--- src/rtl/lsh_pkg.sv ---
// ---------------------------------------------------------------------------
// lsh_pkg
// Shared types and constants for the light share hit position block.
// ---------------------------------------------------------------------------
package lsh_pkg;

  // Sample and grid geometry
  localparam int SAMPLE_BITS = 14;
  localparam int GRID_SIZE   = 12;
  localparam int COORD_BITS  = 4;

  // Divider geometry: den = 2*(a+b), num < 2^COORD_BITS * den
  localparam int DEN_W  = SAMPLE_BITS + 2;
  localparam int NUM_W  = DEN_W + COORD_BITS;
  localparam int STAGES = COORD_BITS;

  // 2*(GRID_SIZE-1)*a + a + b == (2*GRID_SIZE-1)*a + b
  localparam logic [NUM_W-1:0] GRID_MULT = NUM_W'(2 * GRID_SIZE - 1);

  // Number of sensor pairs handled side by side
  localparam int LANES = 4;

  typedef logic [SAMPLE_BITS-1:0] sample_t;
  typedef logic [COORD_BITS-1:0]  coord_t;

  typedef struct packed {
    sample_t top_north;
    sample_t top_east;
    sample_t top_south;
    sample_t top_west;
    sample_t bottom_north;
    sample_t bottom_east;
    sample_t bottom_south;
    sample_t bottom_west;
  } sample_item_t;

  typedef struct packed {
    coord_t top_x;
    coord_t top_y;
    coord_t bottom_x;
    coord_t bottom_y;
  } hit_item_t;

endpackage

--- src/rtl/lsh_if.sv ---
// ---------------------------------------------------------------------------
// lsh_sample_if / lsh_hit_if
// Valid/ready channels for sample items in and hit items out.
// ---------------------------------------------------------------------------
interface lsh_sample_if;
  import lsh_pkg::*;

  logic         valid;
  logic         ready;
  sample_item_t data;

  modport source (output valid, output data, input ready);
  modport sink   (input valid, input data, output ready);
endinterface

interface lsh_hit_if;
  import lsh_pkg::*;

  logic      valid;
  logic      ready;
  hit_item_t data;

  modport source (output valid, output data, input ready);
  modport sink   (input valid, input data, output ready);
endinterface

--- src/rtl/lsh_lane.sv ---
// ---------------------------------------------------------------------------
// lsh_lane
// One sensor pair: baseline correction, then a pipelined restoring divider
// that yields round((GRID_SIZE-1)*a/(a+b)), one quotient bit per stage.
// ---------------------------------------------------------------------------
module lsh_lane (
  input  logic             clk,
  input  logic             en,
  input  lsh_pkg::sample_t baseline,
  input  lsh_pkg::sample_t raw_a,
  input  lsh_pkg::sample_t raw_b,
  output lsh_pkg::coord_t  coord
);
  import lsh_pkg::*;

  sample_t          a_corr;
  sample_t          b_corr;
  logic [NUM_W-1:0] num_in;
  logic [DEN_W-1:0] den_in;

  logic [NUM_W-1:0] rem [0:STAGES-1];
  logic [DEN_W-1:0] den [0:STAGES-1];
  coord_t           q   [1:STAGES];

  // Baseline correction; at or below baseline clamps to 1
  always_comb begin
    a_corr = (raw_a <= baseline) ? SAMPLE_BITS'(1) : raw_a - baseline;
    b_corr = (raw_b <= baseline) ? SAMPLE_BITS'(1) : raw_b - baseline;
    num_in = NUM_W'(a_corr) * GRID_MULT + NUM_W'(b_corr);
    den_in = {(DEN_W - 1)'(a_corr) + (DEN_W - 1)'(b_corr), 1'b0};
  end

  // Entry register
  always_ff @(posedge clk) begin
    if (en) begin
      rem[0] <= num_in;
      den[0] <= den_in;
    end
  end

  // Divider stages, most significant quotient bit first
  for (genvar g = 0; g < STAGES; g++) begin : g_stage
    localparam int SH = COORD_BITS - 1 - g;

    logic [NUM_W-1:0] trial;
    logic [NUM_W-1:0] diff;
    logic             take;

    always_comb begin
      trial = NUM_W'(den[g]) << SH;
      take  = rem[g] >= trial;
      diff  = rem[g] - trial;
    end

    if (g == 0) begin : g_first
      always_ff @(posedge clk) begin
        if (en) begin
          q[1] <= COORD_BITS'(take);
        end
      end
    end else begin : g_rest
      always_ff @(posedge clk) begin
        if (en) begin
          q[g+1] <= {q[g][COORD_BITS-2:0], take};
        end
      end
    end

    if (g < STAGES - 1) begin : g_fwd
      always_ff @(posedge clk) begin
        if (en) begin
          rem[g+1] <= take ? diff : rem[g];
          den[g+1] <= den[g];
        end
      end
    end
  end

  assign coord = q[STAGES];

endmodule

--- src/rtl/light_share_hit_position.sv ---
// ---------------------------------------------------------------------------
// light_share_hit_position
// Hit position on two sensor planes from north/south and east/west shares.
// ---------------------------------------------------------------------------
// Pipeline: the entry register loads at the sample accept edge, then each lane
//   has one divider stage per quotient bit; hit valid follows the last stage.
// Throughput: one item per cycle; four lanes run in parallel and the whole
//   pipeline stalls only while the hit output is held by the consumer.
// Reset: rst (synchronous) empties the pipeline and sets baseline to 0.
module light_share_hit_position (
  input  logic               clk,
  input  logic               rst,
  input  logic               cfg_we,
  input  lsh_pkg::sample_t   cfg_data,
  lsh_sample_if.sink         sample,
  lsh_hit_if.source          hit
);
  import lsh_pkg::*;

  localparam int DEPTH = STAGES + 1;

  sample_t     baseline;
  logic        advance;
  logic [DEPTH-1:0] vld;
  sample_t     lane_a [0:LANES-1];
  sample_t     lane_b [0:LANES-1];
  coord_t      lane_q [0:LANES-1];

  // Baseline register
  always_ff @(posedge clk) begin
    if (rst) begin
      baseline <= '0;
    end else if (cfg_we) begin
      baseline <= cfg_data;
    end
  end

  // Pipeline moves unless a finished item is waiting
  assign advance      = !vld[DEPTH-1] || hit.ready;
  assign sample.ready = advance;

  always_ff @(posedge clk) begin
    if (rst) begin
      vld <= '0;
    end else if (advance) begin
      vld <= {vld[DEPTH-2:0], sample.valid};
    end
  end

  // Lane inputs: north/south and east/west of each plane
  always_comb begin
    lane_a[0] = sample.data.top_north;
    lane_b[0] = sample.data.top_south;
    lane_a[1] = sample.data.top_east;
    lane_b[1] = sample.data.top_west;
    lane_a[2] = sample.data.bottom_north;
    lane_b[2] = sample.data.bottom_south;
    lane_a[3] = sample.data.bottom_east;
    lane_b[3] = sample.data.bottom_west;
  end

  for (genvar l = 0; l < LANES; l++) begin : g_lane
    lsh_lane u_lane (
      .clk      (clk),
      .en       (advance),
      .baseline (baseline),
      .raw_a    (lane_a[l]),
      .raw_b    (lane_b[l]),
      .coord    (lane_q[l])
    );
  end

  // Merge lane results into one hit item
  assign hit.valid         = vld[DEPTH-1];
  assign hit.data.top_x    = lane_q[0];
  assign hit.data.top_y    = lane_q[1];
  assign hit.data.bottom_x = lane_q[2];
  assign hit.data.bottom_y = lane_q[3];

endmodule

--- src/flat_wrapper.sv ---
// flat-port wrapper written by rule: the top's interface ports become plain ports
module light_share_hit_position_flat import lsh_pkg::*;
  (clk, rst, cfg_we, cfg_data, sample_valid, sample_data, sample_ready, hit_valid, hit_data, hit_ready);
  lsh_sample_if sample_i ();
  lsh_hit_if hit_i ();
  input  logic clk;
  input  logic rst;
  input  logic cfg_we;
  input  lsh_pkg::sample_t cfg_data;
  input wire logic [$bits(sample_i.valid)-1:0] sample_valid;
  input wire logic [$bits(sample_i.data)-1:0] sample_data;
  output wire logic [$bits(sample_i.ready)-1:0] sample_ready;
  output wire logic [$bits(hit_i.valid)-1:0] hit_valid;
  output wire logic [$bits(hit_i.data)-1:0] hit_data;
  input wire logic [$bits(hit_i.ready)-1:0] hit_ready;
  assign sample_i.valid = sample_valid;
  assign sample_i.data = sample_data;
  assign sample_ready = sample_i.ready;
  assign hit_valid = hit_i.valid;
  assign hit_data = hit_i.data;
  assign hit_i.ready = hit_ready;
  light_share_hit_position u_core (.clk(clk), .rst(rst), .cfg_we(cfg_we), .cfg_data(cfg_data), .sample(sample_i), .hit(hit_i));
endmodule
--- config.mk ---
export PLATFORM = sky130hd
export DESIGN_NAME = light_share_hit_position_flat
export DESIGN_NICKNAME = d
export VERILOG_FILES = /design/src/rtl/lsh_pkg.sv /design/src/rtl/lsh_if.sv /design/src/rtl/lsh_lane.sv /design/src/rtl/light_share_hit_position.sv /design/src/flat_wrapper.sv
export SDC_FILE = /design/constraint.sdc
export NUM_CORES = 2
export LEC_CHECK = 0
export BUFFER_PORTS_ARGS = -buffer_cell sky130_fd_sc_hd__buf_2
export CAP_MARGIN = 20
export CORE_MARGIN = 2
export CORE_UTILIZATION = 55
export DETAILED_ROUTE_END_ITERATION = 8
export PLACE_DENSITY = 0.78
export SLEW_MARGIN = 15
export SYNTH_ARGS = -nofsm -noshare
export SYNTH_HDL_FRONTEND = slang
export SYNTH_HIERARCHICAL = 1
export SYNTH_SLANG_ARGS = --single-unit
export TNS_END_PERCENT = 30
--- constraint.sdc ---
create_clock -name clk -period 25.7 [get_ports clk]
set_input_delay 6.425 -clock clk [delete_from_list [all_inputs] [get_ports clk]]
set_output_delay 6.425 -clock clk [all_outputs]
set_load 0.02 [all_outputs]
==> impl_metrics.toml <==
[setup_path]
worstPathArrival_ns = 7.20
worstReg2RegStart = "u_core/baseline[0]$_SDFFE_PP0P_"
cp_common_cell = "sky130_fd_sc_hd__buf_2"
worst_setup_path_start_kind = "input port"
setup.reg_to_reg.worst_slack_ns = 18.10
worst_r2r_endpoint = "u_core/g_lane[2].u_lane/rem[0][19]$_DFFE_PP_"
worstPathCellList = "buf_2 > nand2b_4 > buf_2"
timing.critical_path.max_delay_family = "simple AND/OR/NAND/NOR gates"
critical_path_buf_inv_count = 2
cpMaxStageDelayCell = "sky130_fd_sc_hd__nand2b_4"
critical_path.endpoint_type = "primary output"
timing.reg2reg.worst_path_depth = 24
critical_path_class = "in -> out"
critical_path_peak_fanout = 30
critical_path_required_ns = 19.27
critical-path-max-stage-delay_ns = 0.44

[timing]
drv_slew = 0
max_freq_mhz = 73.4
setup_violations = 0
worst_slew_margin_rel_pct = 31.8
hold_violations = 0
hold-worst-slack_ns = 0.409
rsz0062_at_grt = "no"
post-route-period-util_pct = 53.0
worst-slew-pin-transition_ns = 1.02
fin_crit_ns = 13.63
finClkSkew_ns = 0.0317
setup_tns_ns = 0

[synth]
synthFlopType = "sky130_fd_sc_hd__edfxtp_1"
post-synth-top-count-cell = "sky130_fd_sc_hd__inv_1"
syn_nets = 5590
synth-edff-count = 584
synth_top_cells_by_count = "679 x sky130_fd_sc_hd__inv_1, 584 x sky130_fd_sc_hd__edfxtp_1, 562 x sky130_fd_sc_hd__ha_1"
post_synth.cell_area_avg_um2 = 10.0
instance_count_of_the_mapped_netlist = 4738
synthDistinctLibCells = 112
synth_largest_type_area_fraction_pct = 36.9
seq_area_frac_synth_pct = 37.7
synth_largest_area_cell = "sky130_fd_sc_hd__edfxtp_1"
synthesis.area_um2 = 47600
postSynthRegisterBits = 603
synth_async_sr_flop_share_pct = 0
yosys-top-cells-area = "sky130_fd_sc_hd__edfxtp_1 37%, sky130_fd_sc_hd__ha_1 15%, sky130_fd_sc_hd__fa_1 6.7%"
synth.yosys.warnings = 6

[detailed_routing]
postRouteWirelength_um = 105000
vias_per_cell = 5.68
antenna_nets_post_route = 0
drtPass1Iterations = 6
drtIter0Drc = 2170
drcViolationCount = 0
dr_total_vias = 34700
routedWlPerCell_um = 17.1

[clock_network]
htreeDepth = 3
tritoncts.num_buffers = 70
clock_tree.root_cell = "sky130_fd_sc_hd__clkbuf_16"
clk_pin_slew_ns = 0.06
clock_tree_from_tritoncts = "done"
cts_resized = 0
insertion_delay_ns = 0.62
postCtsSetupRepairBufs = 0
cts_hold_repair.buffers = 0
cts.path.max_buffers = 3
cts.sink_count = 603

[cells_and_area]
area_growth_syn_to_layout_pct = 8.86
area_used_by_multi_input_combinational_logic_um2 = 26700
filler_cells = 6941
number_of_nets_in_the_final_layout = 5748
storage_element_area_um2 = 17900
ratio_of_cells_with_drive_above_1_in_the_final_layout_pct = 7.90

[run_status]
outcome = "finished, final reports clean"

[global_routing]
grt_antenna_before_repair = 9
gr-usage-all-layers_pct = 23.3
via_count_of_the_first_global_routing_pass = 33700
grt_pass1_wl_um = 168000
gr-total-overflow = 0
pin_count_of_the_biggest_net_entering_global_routing = 197

[job]
max_cap_viol_count = 0

[place]
io_buffers = 148
detailedPlacementHpwl_um = 83600
globalplace.congestion = 0.957

[worst_hold_path]
hold_start = "u_core/g_lane[3].u_lane/q[0][1]$_DFFE_PP_"
holdCritPathClass = "reg -> reg"
hold_depth = 0
timing.hold.worst_endpoint = "u_core/g_lane[3].u_lane/q[0][6]$_DFFE_PP_"

[floorplanning]
io-pin-count = 149
fp.coreArea_um2 = 85400
core.rowCount = 107
die-height_um = 298
width_of_the_die_um = 298
fp.dieArea_um2 = 88800
floorplan.initialDensity_pct = 55.7
==> sequential cells by signal, indices dropped and copies added (netlist names) <==
signal                    count
u_core/g_lane.u_lane/rem    320
u_core/g_lane.u_lane/q       40
u_core/vld                    5
u_core/baseline              14
u_core/g_lane.u_lane/den    224
==> kinds of logic (layout without fill, tap and decap cells) <==
logic type | after synthesis | count (layout) | synth area share (%)
other | 0 | 3 | 0
buffers and inverters | 760 | 973 | 6.29
AND/OR/NAND/NOR | 1172 | 1172 | 12.1
flip-flops | 603 | 603 | 37.7
adder cells (fa/ha/maj) | 721 | 721 | 21.5
multiplexers | 65 | 65 | 1.45
XOR/XNOR | 293 | 293 | 5.40
AO/OA/AOI/OAI | 1124 | 1124 | 15.6
==> per-layer routing <==
| metal | track usage, % | up-vias | routed length, µm |
|---|---|---|---|
| met2 | 39.4 | 1028 | 49200 |
| met5 | 0 | - | 27 |
| met1 | 31.3 | 16300 | 47000 |
| met3 | 2.83 | 177 | 5510 |
| li1 | - | 17200 | - |
| met4 | 7.51 | 4 | 2850 |
==> cell type report <==
type	count	share of cell area, %
inverters	683	4.95
multi-input cells	3375	51.6
clock buffers	94	3.83
well taps	1144	2.76
flip-flops and latches	603	34.6
diodes	3	0.0145
repair buffers	163	1.67
clock inverters	33	0.592
==> through the flow <==
step	util (%)	setup slack (ns)	cell area, µm²	cells
after floorplan	-	6.01	47600	4738
after global placement	57.9	12.06	49500	5968
after detailed placement	57.9	12.05	49500	5968
after CTS	60.6	12.05	51700	6095
final	60.6	12.07	51800	6098
after global routing	60.6	12.02	51800	6095
==> cells in the final DEF, fill, tap and decap left out, types with 14 or more instances in the layout <==
cell                        count
sky130_fd_sc_hd__a211o_1       20
sky130_fd_sc_hd__a211oi_1      35
sky130_fd_sc_hd__a21boi_0      20
sky130_fd_sc_hd__a21o_1       133
sky130_fd_sc_hd__a21oi_1      318
sky130_fd_sc_hd__a31o_2        14
sky130_fd_sc_hd__a31oi_1       28
sky130_fd_sc_hd__and2_1        29
sky130_fd_sc_hd__and3_1        31
sky130_fd_sc_hd__buf_2        148
sky130_fd_sc_hd__buf_4         14
sky130_fd_sc_hd__clkbuf_1      14
sky130_fd_sc_hd__clkbuf_16     75
sky130_fd_sc_hd__dfxtp_1       19
sky130_fd_sc_hd__edfxtp_1     584
sky130_fd_sc_hd__fa_1         159
sky130_fd_sc_hd__ha_1         562
sky130_fd_sc_hd__inv_1        679
sky130_fd_sc_hd__mux2_2        23
sky130_fd_sc_hd__mux2i_1       36
sky130_fd_sc_hd__nand2_1      298
sky130_fd_sc_hd__nand2b_1      69
sky130_fd_sc_hd__nand3_1       63
sky130_fd_sc_hd__nand4_1       49
sky130_fd_sc_hd__nor2_1       335
sky130_fd_sc_hd__nor2b_1       69
sky130_fd_sc_hd__nor3_1        86
sky130_fd_sc_hd__nor3b_1       15
sky130_fd_sc_hd__nor4_1        19
sky130_fd_sc_hd__o211ai_1      14
sky130_fd_sc_hd__o21a_1        76
sky130_fd_sc_hd__o21ai_0      204
sky130_fd_sc_hd__o21ai_1       46
sky130_fd_sc_hd__o21bai_1      38
sky130_fd_sc_hd__o31ai_1       34
sky130_fd_sc_hd__or2_2         21
sky130_fd_sc_hd__or3_1         27
sky130_fd_sc_hd__xnor2_1      171
sky130_fd_sc_hd__xor2_1       122
==> worst max-delay path by stage <==
| stage | startpoint | endpoint | slack [ns] | cells after the start |
|---|---|---|---|---|
| global placement | hit_ready | sample_ready | 12.06 | 3 |
| floorplan | hit_ready | sample_ready | 6.01 | 2 |
| CTS | hit_ready | sample_ready | 12.05 | 3 |
| detailed placement | hit_ready | sample_ready | 12.05 | 3 |
| finish | hit_ready | sample_ready | 12.07 | 3 |
| global route | hit_ready | sample_ready | 12.02 | 3 |
Power is left out: the tool's default activity adds up to more than one toggle a clock period on the data nets, which glitch-free logic cannot reach.
